===== config.mk =====
export PLATFORM = sky130hd
export DESIGN_NAME = ddr_serial_frame_capture
export DESIGN_NICKNAME = d
export VERILOG_FILES = /design/src/rtl/core/dsfc_pkg.sv /design/src/rtl/core/dsfc_front.sv /design/src/rtl/core/dsfc_queue.sv /design/src/rtl/core/dsfc_back.sv /design/src/rtl/core/ddr_serial_frame_capture.sv
export VERILOG_INCLUDE_DIRS = /design/src /design/src/rtl/core
export SDC_FILE = /design/constraint.sdc
export NUM_CORES = 2
export LEC_CHECK = 0
export BUFFER_PORTS_ARGS = -buffer_cell sky130_fd_sc_hd__clkbuf_2
export CORE_MARGIN = 3
export CORE_UTILIZATION = 45
export DETAILED_ROUTE_END_ITERATION = 10
export GPL_ROUTABILITY_DRIVEN = 0
export PLACE_DENSITY_LB_ADDON = 0.08
export SYNTH_ARGS = -nofsm -noshare
export SYNTH_HDL_FRONTEND = slang
export SYNTH_SLANG_ARGS = --single-unit

===== constraint.sdc =====
create_clock -name clk -period 81.1 [get_ports clk]
set_clock_uncertainty 0.05 [all_clocks]
set_input_delay 16.22 -clock clk [delete_from_list [all_inputs] [get_ports clk]]
set_output_delay 16.22 -clock clk [all_outputs]
set_load 0.01 [all_outputs]

===== src/rtl/core/assert_macros.svh =====
// Assertion macros used by the frame capture back end.
`ifndef ASSERT_MACROS_SVH
`define ASSERT_MACROS_SVH

// Check a property on every clk edge outside reset.
`define DSFC_ASSERT(label, prop, msg) \
    label: assert property (@(posedge clk) disable iff (!rst_n) prop) else $error(msg);

// Check that a condition never holds on a clk edge outside reset.
`define DSFC_ASSERT_NEVER(label, cond, msg) \
    label: assert property (@(posedge clk) disable iff (!rst_n) !(cond)) else $error(msg);

`endif


===== src/rtl/core/dsfc_pkg.sv =====
// Shared types and constants of the serial frame capture block.
package dsfc_pkg;

    localparam int HISTORY_DEPTH_DEF = 256;
    localparam int FRAME_BYTES_DEF   = 14;

    localparam int CFG_INDEX_W = 3;
    localparam int CFG_DATA_W  = 16;

    localparam int LANES      = 3;
    localparam int BYTE_W     = 8;
    localparam int INDEX_W    = 4;
    localparam int LANE_MAG   = 0;
    localparam int LANE_CYAN  = 1;
    localparam int LANE_YEL   = 2;

    localparam int QUEUE_PTR_W = 2;
    localparam int QUEUE_DEPTH = 1 << QUEUE_PTR_W;

    typedef enum logic [CFG_INDEX_W-1:0] {
        REG_COLOR_MASK  = 3'd0,
        REG_DATA_DELAY  = 3'd1,
        REG_HALF_PERIOD = 3'd2,
        REG_LAST_DELAY  = 3'd3,
        REG_IDLE_LIMIT  = 3'd4
    } cfg_reg_t;

    typedef struct packed {
        logic [LANES-1:0] color_mask;
        logic [6:0]       data_delay;
        logic [6:0]       half_period;
        logic [6:0]       last_delay;
        logic [15:0]      idle_limit;
    } cfg_t;

    localparam cfg_t CFG_RESET = '{
        color_mask:  3'd7,
        data_delay:  7'd4,
        half_period: 7'd8,
        last_delay:  7'd1,
        idle_limit:  16'd64
    };

    typedef struct packed {
        logic             clk_rise;
        logic             order_hit;
        logic             last_hit;
        logic [LANES-1:0] first_bits;
        logic [LANES-1:0] second_bits;
    } event_t;

    typedef logic [LANES-1:0][BYTE_W-1:0] row_t;

endpackage


===== src/rtl/core/dsfc_front.sv =====
// Front end: sample history memories, look-ahead reads and edge classification.
module dsfc_front #(
    parameter int HISTORY_DEPTH = dsfc_pkg::HISTORY_DEPTH_DEF
) (
    input  logic              clk,
    input  logic              rst_n,
    input  dsfc_pkg::cfg_t    cfg,
    input  logic              in_valid,
    output logic              in_ready,
    input  logic [7:0]        low_channels,
    input  logic [7:0]        high_channels,
    output dsfc_pkg::event_t  ev,
    output logic              ev_valid,
    input  logic              ev_ready
);

    localparam int LAG    = HISTORY_DEPTH - 2;
    localparam int ADDR_W = $clog2(HISTORY_DEPTH);
    localparam int SEEN_W = $clog2(HISTORY_DEPTH + 1);
    localparam int CW     = (ADDR_W > 9) ? ADDR_W : 9;

    localparam int LOW_QUAL  = 3;
    localparam int LOW_ORDER = 6;
    localparam int LOW_LAST  = 7;
    localparam int HIGH_CLK  = 0;

    typedef struct packed {
        logic                       clock;
        logic                       last_strobe;
        logic                       order_strobe;
        logic                       qual;
        logic [dsfc_pkg::LANES-1:0] colors;
    } hist_word_t;

    typedef struct packed {
        logic                       qual;
        logic [dsfc_pkg::LANES-1:0] colors;
    } data_word_t;

    hist_word_t mem_a [HISTORY_DEPTH];
    data_word_t mem_b [HISTORY_DEPTH];

    logic [ADDR_W-1:0] head_reg, head_next, wr_addr;
    logic [SEEN_W-1:0] seen_reg, seen_next;
    logic              s1_valid_reg, s1_valid_next;
    logic              accept, proc;

    hist_word_t wr_word, rd_now_reg, rd_first_reg, prev_reg;
    data_word_t wr_data, rd_second_reg, rd_last_reg, new_reg;
    data_word_t first_word, second_word, last_word;
    logic       byp_first_reg, byp_second_reg, byp_last_reg;

    logic [CW-1:0]     sum_second;
    logic [ADDR_W-1:0] back_first, back_second, back_last;
    logic [ADDR_W-1:0] addr_now, addr_first, addr_second, addr_last;

    function automatic logic [ADDR_W-1:0] back_of(input logic [CW-1:0] d);
        if (d > CW'(LAG))
            return '0;
        return ADDR_W'(CW'(LAG) - d);
    endfunction

    function automatic logic [ADDR_W-1:0] addr_of(input logic [ADDR_W-1:0] top,
                                                  input logic [ADDR_W-1:0] back);
        logic [ADDR_W:0] wide;
        if (top >= back)
            wide = {1'b0, top} - {1'b0, back};
        else
            wide = {1'b0, top} + (ADDR_W+1)'(HISTORY_DEPTH) - {1'b0, back};
        return wide[ADDR_W-1:0];
    endfunction

    assign accept   = in_valid && in_ready;
    assign in_ready = !s1_valid_reg || ev_ready;
    assign ev_valid = s1_valid_reg;
    assign proc     = (seen_reg >= SEEN_W'(HISTORY_DEPTH - 1));

    always_comb
    begin
        wr_word = '{
            clock:        high_channels[HIGH_CLK],
            last_strobe:  low_channels[LOW_LAST],
            order_strobe: low_channels[LOW_ORDER],
            qual:         low_channels[LOW_QUAL],
            colors:       low_channels[dsfc_pkg::LANES-1:0]
        };
        wr_data = '{qual: wr_word.qual, colors: wr_word.colors};
    end

    always_comb
    begin
        wr_addr    = (head_reg == ADDR_W'(HISTORY_DEPTH - 1)) ? '0 : head_reg + 1'b1;
        head_next  = accept ? wr_addr : head_reg;
        seen_next  = seen_reg;
        if (accept && seen_reg != SEEN_W'(HISTORY_DEPTH))
            seen_next = seen_reg + 1'b1;

        sum_second  = CW'(cfg.data_delay) + CW'(cfg.half_period);
        back_first  = back_of(CW'(cfg.data_delay));
        back_second = back_of(sum_second);
        back_last   = back_of(CW'(cfg.last_delay));

        addr_now    = addr_of(wr_addr, ADDR_W'(LAG));
        addr_first  = addr_of(wr_addr, back_first);
        addr_second = addr_of(wr_addr, back_second);
        addr_last   = addr_of(wr_addr, back_last);
    end

    always_comb
    begin
        s1_valid_next = s1_valid_reg;
        if (s1_valid_reg && ev_ready)
            s1_valid_next = 1'b0;
        if (accept)
            s1_valid_next = proc;
    end

    always_ff @(posedge clk or negedge rst_n)
    begin
        if (!rst_n)
        begin
            head_reg     <= '0;
            seen_reg     <= '0;
            s1_valid_reg <= 1'b0;
        end
        else
        begin
            head_reg     <= head_next;
            seen_reg     <= seen_next;
            s1_valid_reg <= s1_valid_next;
        end
    end

    always_ff @(posedge clk)
    begin
        if (accept)
        begin
            mem_a[wr_addr] <= wr_word;
            mem_b[wr_addr] <= wr_data;
            rd_now_reg     <= mem_a[addr_now];
            rd_first_reg   <= mem_a[addr_first];
            rd_second_reg  <= mem_b[addr_second];
            rd_last_reg    <= mem_b[addr_last];
            prev_reg       <= rd_now_reg;
            new_reg        <= wr_data;
            byp_first_reg  <= (back_first == '0);
            byp_second_reg <= (back_second == '0);
            byp_last_reg   <= (back_last == '0);
        end
    end

    always_comb
    begin
        if (byp_first_reg)
            first_word = new_reg;
        else
            first_word = '{qual: rd_first_reg.qual, colors: rd_first_reg.colors};
        second_word = byp_second_reg ? new_reg : rd_second_reg;
        last_word   = byp_last_reg ? new_reg : rd_last_reg;

        ev.clk_rise    = !prev_reg.clock && rd_now_reg.clock;
        ev.order_hit   = !prev_reg.order_strobe && rd_now_reg.order_strobe && first_word.qual;
        ev.last_hit    = !prev_reg.last_strobe && rd_now_reg.last_strobe && last_word.qual;
        ev.first_bits  = first_word.colors | ~cfg.color_mask;
        ev.second_bits = second_word.colors | ~cfg.color_mask;
    end

endmodule


===== src/rtl/core/dsfc_queue.sv =====
// Short event queue between the front end and the frame builder.
module dsfc_queue (
    input  logic             clk,
    input  logic             rst_n,
    input  logic             push_valid,
    output logic             push_ready,
    input  dsfc_pkg::event_t push_data,
    output logic             pop_valid,
    input  logic             pop_ready,
    output dsfc_pkg::event_t pop_data
);

    localparam int PTR_W = dsfc_pkg::QUEUE_PTR_W;
    localparam int CNT_W = PTR_W + 1;

    dsfc_pkg::event_t slots [dsfc_pkg::QUEUE_DEPTH];

    logic [PTR_W-1:0] wr_ptr_reg, wr_ptr_next, rd_ptr_reg, rd_ptr_next;
    logic [CNT_W-1:0] count_reg, count_next;
    logic             push, pop;

    assign push_ready = (count_reg != CNT_W'(dsfc_pkg::QUEUE_DEPTH));
    assign pop_valid  = (count_reg != '0);
    assign pop_data   = slots[rd_ptr_reg];
    assign push       = push_valid && push_ready;
    assign pop        = pop_valid && pop_ready;

    always_comb
    begin
        wr_ptr_next = push ? wr_ptr_reg + 1'b1 : wr_ptr_reg;
        rd_ptr_next = pop ? rd_ptr_reg + 1'b1 : rd_ptr_reg;
        count_next  = count_reg;
        if (push && !pop)
            count_next = count_reg + 1'b1;
        else if (pop && !push)
            count_next = count_reg - 1'b1;
    end

    always_ff @(posedge clk or negedge rst_n)
    begin
        if (!rst_n)
        begin
            wr_ptr_reg <= '0;
            rd_ptr_reg <= '0;
            count_reg  <= '0;
        end
        else
        begin
            wr_ptr_reg <= wr_ptr_next;
            rd_ptr_reg <= rd_ptr_next;
            count_reg  <= count_next;
        end
    end

    always_ff @(posedge clk)
    begin
        if (push)
            slots[wr_ptr_reg] <= push_data;
    end

endmodule


===== src/rtl/core/dsfc_back.sv =====
// Back end: bit counting, frame rows, frame close and byte output.
`include "assert_macros.svh"

module dsfc_back #(
    parameter int FRAME_BYTES = dsfc_pkg::FRAME_BYTES_DEF
) (
    input  logic                         clk,
    input  logic                         rst_n,
    input  logic [15:0]                  idle_limit,
    input  dsfc_pkg::event_t             ev,
    input  logic                         ev_valid,
    output logic                         ev_ready,
    output logic                         out_valid,
    input  logic                         out_ready,
    output logic [dsfc_pkg::INDEX_W-1:0] byte_index,
    output logic [dsfc_pkg::BYTE_W-1:0]  magenta_byte,
    output logic [dsfc_pkg::BYTE_W-1:0]  cyan_byte,
    output logic [dsfc_pkg::BYTE_W-1:0]  yellow_byte,
    output logic                         alternate_order,
    output logic                         last
);

    localparam int FRAME_BITS = FRAME_BYTES * 8;
    localparam int BC_W       = $clog2(FRAME_BITS + 1);
    localparam int ROW_W      = (FRAME_BYTES > 1) ? $clog2(FRAME_BYTES) : 1;

    dsfc_pkg::row_t rows_reg [FRAME_BYTES];
    dsfc_pkg::row_t rows_next [FRAME_BYTES];
    dsfc_pkg::row_t obuf_reg [FRAME_BYTES];

    logic [BC_W-1:0]  bit_count_reg, bit_count_next, bc_added;
    logic             last_flag_reg, last_flag_next;
    logic [1:0]       order_count_reg, order_count_next;
    logic [15:0]      idle_count_reg, idle_count_next;
    logic             busy_reg, busy_next;
    logic [ROW_W-1:0] rd_idx_reg, rd_idx_next, row_sel;
    logic             out_valid_reg, out_valid_next;
    logic             obuf_alt_reg;
    logic [2:0]       pos_a, pos_b;
    logic             can_write, close, emit, stall, pop, load, at_end;

    assign row_sel = ROW_W'(bit_count_reg >> 3);
    assign pos_a   = {bit_count_reg[2:1], 1'b0};
    assign pos_b   = {bit_count_reg[2:1], 1'b1};

    always_comb
    begin
        can_write = ev.clk_rise && (bit_count_reg < BC_W'(FRAME_BITS));
        bc_added  = can_write ? bit_count_reg + BC_W'(2) : bit_count_reg;
        close     = ev.clk_rise && (bc_added[2:0] == 3'd0) && last_flag_reg;
        emit      = close && (bc_added == BC_W'(FRAME_BITS));
        stall     = emit && busy_reg;
        pop       = ev_valid && !stall;
        load      = busy_reg && (!out_valid_reg || out_ready);
        at_end    = (rd_idx_reg == ROW_W'(FRAME_BYTES - 1));
    end

    assign ev_ready = !stall;

    always_comb
    begin
        rows_next = rows_reg;
        if (pop && can_write)
        begin
            rows_next[row_sel][dsfc_pkg::LANE_MAG][pos_a]  = ev.first_bits[dsfc_pkg::LANE_MAG];
            rows_next[row_sel][dsfc_pkg::LANE_MAG][pos_b]  = ev.second_bits[dsfc_pkg::LANE_MAG];
            rows_next[row_sel][dsfc_pkg::LANE_CYAN][pos_a] = ev.first_bits[dsfc_pkg::LANE_CYAN];
            rows_next[row_sel][dsfc_pkg::LANE_CYAN][pos_b] = ev.second_bits[dsfc_pkg::LANE_CYAN];
            rows_next[row_sel][dsfc_pkg::LANE_YEL][pos_a]  = ev.first_bits[dsfc_pkg::LANE_YEL];
            rows_next[row_sel][dsfc_pkg::LANE_YEL][pos_b]  = ev.second_bits[dsfc_pkg::LANE_YEL];
        end
    end

    always_comb
    begin
        bit_count_next   = bit_count_reg;
        last_flag_next   = last_flag_reg;
        order_count_next = order_count_reg;
        idle_count_next  = idle_count_reg;
        if (pop)
        begin
            if (ev.clk_rise)
            begin
                idle_count_next = '0;
                bit_count_next  = bc_added;
                if (close)
                begin
                    bit_count_next   = '0;
                    last_flag_next   = 1'b0;
                    order_count_next = '0;
                end
            end
            if (ev.order_hit && order_count_next != 2'd3)
                order_count_next = order_count_next + 2'd1;
            if (ev.last_hit)
                last_flag_next = 1'b1;
            if (idle_count_next > idle_limit)
                bit_count_next = {bit_count_next[BC_W-1:3], 3'b000};
            if (idle_count_next != '1)
                idle_count_next = idle_count_next + 16'd1;
        end
    end

    always_comb
    begin
        busy_next      = busy_reg;
        rd_idx_next    = rd_idx_reg;
        out_valid_next = out_valid_reg;
        if (out_ready)
            out_valid_next = 1'b0;
        if (load)
        begin
            out_valid_next = 1'b1;
            rd_idx_next    = at_end ? '0 : rd_idx_reg + 1'b1;
            if (at_end)
                busy_next = 1'b0;
        end
        if (pop && emit)
            busy_next = 1'b1;
    end

    always_ff @(posedge clk or negedge rst_n)
    begin
        if (!rst_n)
        begin
            bit_count_reg   <= '0;
            last_flag_reg   <= 1'b0;
            order_count_reg <= '0;
            idle_count_reg  <= '0;
            busy_reg        <= 1'b0;
            rd_idx_reg      <= '0;
            out_valid_reg   <= 1'b0;
        end
        else
        begin
            bit_count_reg   <= bit_count_next;
            last_flag_reg   <= last_flag_next;
            order_count_reg <= order_count_next;
            idle_count_reg  <= idle_count_next;
            busy_reg        <= busy_next;
            rd_idx_reg      <= rd_idx_next;
            out_valid_reg   <= out_valid_next;
        end
    end

    always_ff @(posedge clk)
    begin
        rows_reg <= rows_next;
        if (pop && emit)
        begin
            obuf_reg     <= rows_next;
            obuf_alt_reg <= (order_count_reg == 2'd3);
        end
        if (load)
        begin
            byte_index      <= dsfc_pkg::INDEX_W'(rd_idx_reg);
            magenta_byte    <= obuf_reg[rd_idx_reg][dsfc_pkg::LANE_MAG];
            cyan_byte       <= obuf_reg[rd_idx_reg][dsfc_pkg::LANE_CYAN];
            yellow_byte     <= obuf_reg[rd_idx_reg][dsfc_pkg::LANE_YEL];
            alternate_order <= obuf_alt_reg;
            last            <= at_end;
        end
    end

    assign out_valid = out_valid_reg;

    `DSFC_ASSERT(a_close_clears_count, pop && close |=> bit_count_reg == '0 && order_count_reg <= 2'd1, "frame close left bit count or order count set")
    `DSFC_ASSERT(a_drain_starts_at_zero, $rose(busy_reg) |-> rd_idx_reg == '0 && $past(emit), "frame drain did not start at byte zero")
    `DSFC_ASSERT(a_final_load_frees, load && at_end |=> !busy_reg && out_valid_reg, "final byte load did not free the frame buffer")

endmodule


===== src/rtl/core/ddr_serial_frame_capture.sv =====
// Top level: configuration registers, front end, event queue and frame back end.
// Throughput: one sample per cycle; input stalls only if a frame closes while the previous
//   frame's FRAME_BYTES bytes are still waiting in the output buffer.
// Output: a closing clock edge is processed HISTORY_DEPTH-2 samples later and passes the
//   front end, queue and frame buffer; then one byte per cycle while out_ready is high.
// Reset: control state clears asynchronously; the history memory is not cleared, the first
//   HISTORY_DEPTH-1 samples fill it before any edge is classified.
module ddr_serial_frame_capture #(
    parameter int HISTORY_DEPTH = dsfc_pkg::HISTORY_DEPTH_DEF,
    parameter int FRAME_BYTES   = dsfc_pkg::FRAME_BYTES_DEF
) (
    input  logic                             clk,
    input  logic                             rst_n,
    input  logic                             cfg_write_en,
    input  logic [dsfc_pkg::CFG_INDEX_W-1:0] cfg_index,
    input  logic [dsfc_pkg::CFG_DATA_W-1:0]  cfg_data,
    input  logic                             in_valid,
    output logic                             in_ready,
    input  logic [7:0]                       low_channels,
    input  logic [7:0]                       high_channels,
    output logic                             out_valid,
    input  logic                             out_ready,
    output logic [dsfc_pkg::INDEX_W-1:0]     byte_index,
    output logic [dsfc_pkg::BYTE_W-1:0]      magenta_byte,
    output logic [dsfc_pkg::BYTE_W-1:0]      cyan_byte,
    output logic [dsfc_pkg::BYTE_W-1:0]      yellow_byte,
    output logic                             alternate_order,
    output logic                             last
);

    dsfc_pkg::cfg_t   cfg_reg, cfg_next;
    dsfc_pkg::event_t front_ev, back_ev;
    logic             front_valid, front_ready, back_valid, back_ready;

    always_comb
    begin
        cfg_next = cfg_reg;
        if (cfg_write_en)
        begin
            unique case (dsfc_pkg::cfg_reg_t'(cfg_index))
                dsfc_pkg::REG_COLOR_MASK:  cfg_next.color_mask  = cfg_data[2:0];
                dsfc_pkg::REG_DATA_DELAY:  cfg_next.data_delay  = cfg_data[6:0];
                dsfc_pkg::REG_HALF_PERIOD: cfg_next.half_period = cfg_data[6:0];
                dsfc_pkg::REG_LAST_DELAY:  cfg_next.last_delay  = cfg_data[6:0];
                dsfc_pkg::REG_IDLE_LIMIT:  cfg_next.idle_limit  = cfg_data;
                default:                   cfg_next = cfg_reg;
            endcase
        end
    end

    always_ff @(posedge clk or negedge rst_n)
    begin
        if (!rst_n)
            cfg_reg <= dsfc_pkg::CFG_RESET;
        else
            cfg_reg <= cfg_next;
    end

    dsfc_front #(
        .HISTORY_DEPTH (HISTORY_DEPTH)
    ) u_front (
        .clk           (clk),
        .rst_n         (rst_n),
        .cfg           (cfg_reg),
        .in_valid      (in_valid),
        .in_ready      (in_ready),
        .low_channels  (low_channels),
        .high_channels (high_channels),
        .ev            (front_ev),
        .ev_valid      (front_valid),
        .ev_ready      (front_ready)
    );

    dsfc_queue u_queue (
        .clk        (clk),
        .rst_n      (rst_n),
        .push_valid (front_valid),
        .push_ready (front_ready),
        .push_data  (front_ev),
        .pop_valid  (back_valid),
        .pop_ready  (back_ready),
        .pop_data   (back_ev)
    );

    dsfc_back #(
        .FRAME_BYTES (FRAME_BYTES)
    ) u_back (
        .clk             (clk),
        .rst_n           (rst_n),
        .idle_limit      (cfg_reg.idle_limit),
        .ev              (back_ev),
        .ev_valid        (back_valid),
        .ev_ready        (back_ready),
        .out_valid       (out_valid),
        .out_ready       (out_ready),
        .byte_index      (byte_index),
        .magenta_byte    (magenta_byte),
        .cyan_byte       (cyan_byte),
        .yellow_byte     (yellow_byte),
        .alternate_order (alternate_order),
        .last            (last)
    );

endmodule


==> impl_metrics.tcl <==
set metrics [dict create \
    ios 72 \
    layout_worst_path_cycle_share_pct 23.76 \
    synth.area.top_cells "sky130_fd_sc_hd__edfxtp_1, sky130_fd_sc_hd__mux4_2, sky130_fd_sc_hd__dfxtp_1" \
    rsz0062_at_grt "no" \
    critical_path_class "in2reg" \
    die-area_um2 254100 \
    cts.sinks 2648 \
    post_synth_mux_area_share_pct 21.73 \
    postSynthCellCount 6243 \
    worstSkewPairLatency_ns 0.97 \
    worst_slew_margin_rel_pct 19.56 \
    dpl_cell_area_um2 115700 \
    dr.pass1.iters 8 \
    yosys_most_used_dff "sky130_fd_sc_hd__edfxtp_1" \
    final-hold-violation-count 0 \
    simple_gate_share_of_the_synthesized_area_pct 5.130 \
    grt_start_max_net_pins 138 \
    floorplan.initialDensity_pct 45.32 \
    start_kind "input pin" \
    overflow 0 \
    nNetsFinal 6482 \
    die-width_um 504.1 \
    hpwl_um 200900 \
    cp-end-kind "register" \
    hold-worst-slack_ns 0.4043 \
    post_drt_wl_per_cell_um 32.31 \
    finalInstanceArea_um2 125100 \
    grt_pass1_vias 59767 \
    layout-area-overhead-vs-synth_pct 12.08 \
    finalSetupViolations 0 \
    synth_fa_ha_area_share_pct 0.8852 \
    final_max_slew_viol_count 0 \
    hold_path.class "reg2reg" \
    vertical_die_dimension_um 504.1 \
    holdCritStartpoint "u_back.rows_reg[163]$_DFF_P_" \
    layout-drive-gt1-share_pct 28.20 \
    ys_warn_count 0 \
    max_cap_viols 0 \
    global_route.usage.total_pct 24.90 \
    synth_xor_area_share_pct 0.5412 \
    dp_cells 9374 \
    ant_nets 0 \
    r2r_start "u_front.head_reg[0]$_DFFE_PN0P_" \
    num_vias 60701 \
    number_of_drc_violations_after_detailed_routing_iteration_0 6819 \
    drc 0 \
    tritoncts.num_buffers 302 \
    worst_ep_required_time_ns 81.58 \
    number_of_enable_flip_flop_cells_after_synthesis 2216 \
    largest_family_of_logic_cells_by_synthesized_area "multiplexers" \
    mean_instance_size_in_the_synthesized_netlist_um2 17.89 \
    worst_setup_path_startpoint "in_valid" \
    yosys.area.top_type "sky130_fd_sc_hd__edfxtp_1" \
    path_max_fanout 23 \
    antenna_found_initial 15 \
    worst_ep_arrival_time_ns 19.74 \
    final.min_clock_period_ns 19.27 \
    detail_route.vias_per_cell 6.131 \
    port-buffer-count 62 \
    synth_compound_gate_area_share_pct 2.154 \
    cts_tree "yes" \
    ctsHtreeMaxLevel 5 \
    num_rows 182 \
    post-synth-top-area-fraction_pct 59.59 \
    post_cts_resize_count 0 \
    cts_max_path_buffers 4 \
    worst_setup_hold_path_clk_slew_ns 0.06 \
    irDropWorstVdd_v 0.00009131 \
    power.leakage_nw 40.65 \
    clockRootBuffer "sky130_fd_sc_hd__clkbuf_16" \
    cellPowerDensity_nw_per_um2 45.55 \
    ys_ff_latch 2648 \
    clock.fmax_mhz 51.90 \
    synthArstFlopShare_pct 3.625 \
    cts_setup_buffers 0 \
    wl_um 319900 \
    grt_first_pass_wirelength_um 454000 \
    stdcell_count 9901 \
    yosysUniqueCellTypes 93 \
    ctsHoldBuffers 0 \
    largest_register_ffs 1792 \
    worst_slew_pin_slew_ns 1.207 \
    outcome "completed" \
    syn-cell-area_um2 111700 \
    design.core.area_um2 246400 \
    yosysSeqAreaShare_pct 67.78 \
    timing.setup.tns_ns 0 \
]
==> critical path, stage by stage <==
cell and delay (ns):
sky130_fd_sc_hd__clkbuf_2 0.09, sky130_fd_sc_hd__nand2_1 0.38, sky130_fd_sc_hd__clkinv_1 0.35, sky130_fd_sc_hd__buf_4 0.38
sky130_fd_sc_hd__nand2_1 0.12, sky130_fd_sc_hd__nor2_1 0.23, sky130_fd_sc_hd__nand2_1 0.72, sky130_fd_sc_hd__buf_4 0.56
sky130_fd_sc_hd__nor2_1 0.64
==> stage by stage <==
step / utilization (%) / total power, mW / setup slack, ns
6_report: 50.79 / 5.701 / 61.83
5_1_grt: 50.79 / 5.846 / 61.82
4_1_cts: 50.79 / 5.692 / 62.00
3_5_place_dp: 46.98 / 4.375 / 61.02
3_3_place_gp: 46.98 / 4.372 / 61.09
2_1_floorplan: - / 3.136 / 45.03
==> worst paths after layout <==
check	to	slack [ns]	cells after the start
setup / recovery	u_front.mem_a[23][1]$_DFFE_PP_	61.83	9
hold / removal	u_back.rows_reg[163]$_DFF_P_	0.40	1
setup reg to reg	u_front.rd_first_reg[2]$_DFFE_PP_	71.81	15
hold reg to reg	u_back.rows_reg[163]$_DFF_P_	0.40	1
max in group asynchronous	u_back.rd_idx_reg[0]$_DFFE_PN0P_	64.40	2
min in group asynchronous	cfg_reg[8]$_DFFE_PN0P_	15.14	1
==> power by group <==
part / internal (mW) / total [mW] / leakage, nW / switching [mW]
Combinational: 1.06 / 2.85 / 12.9 / 1.78
Sequential: 1.52 / 1.54 / 23.2 / 0.0193
Clock: 0.779 / 1.32 / 4.59 / 0.537
==> logic make-up after synthesis <==
kind of cell | after synthesis
flip-flops | 2648
multiplexers | 1350
AND/OR/NAND/NOR | 1300
buffers and inverters | 434
AO/OA/AOI/OAI | 365
adder cells (fa/ha/maj) | 76
XOR/XNOR | 69
other | 1
==> synthesized netlist by cell type (84+ instances only) <==
cell type / instances
sky130_fd_sc_hd__dfxtp_1: 336
sky130_fd_sc_hd__nor2_1: 389
sky130_fd_sc_hd__mux4_2: 808
sky130_fd_sc_hd__buf_2: 84
sky130_fd_sc_hd__clkbuf_1: 215
sky130_fd_sc_hd__nand2_1: 502
sky130_fd_sc_hd__nand3_1: 178
sky130_fd_sc_hd__o21ai_0: 119
sky130_fd_sc_hd__mux2_2: 349
sky130_fd_sc_hd__dfrtp_1: 89
sky130_fd_sc_hd__edfxtp_1: 2216
sky130_fd_sc_hd__mux2i_1: 163
==> routing by layer <==
metal  part of all wire [%]  vias to the layer above  track usage, %  routed length, µm
met2                     47                     2549           38.83             150100
li1                       -                    25222               -                  -
met5                      0                        -               0                  0
met1                     42                    32471           35.71             134300
met4                    2.6                        0           6.363               8278
met3                    8.5                      459           5.548              27280
==> final cells by class <==
type | instances | area (µm²)
diodes | 5 | 12.51
clock buffers | 380 | 8005
clock inverters | 142 | 1386
fillers | 20107 | 121200
inverters | 58 | 225.2
multi-input cells | 3162 | 34280
flip-flops and latches | 2648 | 75690
well taps | 3312 | 4144
repair buffers | 194 | 1403
==> placed cells by master (no fill, tap or decap), types with 54 or more instances in the layout <==
master,count
sky130_fd_sc_hd__clkbuf_2,54
sky130_fd_sc_hd__buf_4,130
sky130_fd_sc_hd__inv_1,54
sky130_fd_sc_hd__nand3_1,178
sky130_fd_sc_hd__ha_1,66
sky130_fd_sc_hd__a21oi_1,57
sky130_fd_sc_hd__clkinv_1,58
sky130_fd_sc_hd__nand2_1,499
sky130_fd_sc_hd__edfxtp_1,2216
sky130_fd_sc_hd__mux4_2,808
sky130_fd_sc_hd__nor2_1,382
sky130_fd_sc_hd__clkbuf_16,306
sky130_fd_sc_hd__dfrtp_1,86
sky130_fd_sc_hd__clkbuf_1,67
sky130_fd_sc_hd__dfxtp_1,336
sky130_fd_sc_hd__mux2i_1,163
sky130_fd_sc_hd__mux2_2,349
sky130_fd_sc_hd__o21ai_0,119
(Power assumes the default switching activity.)
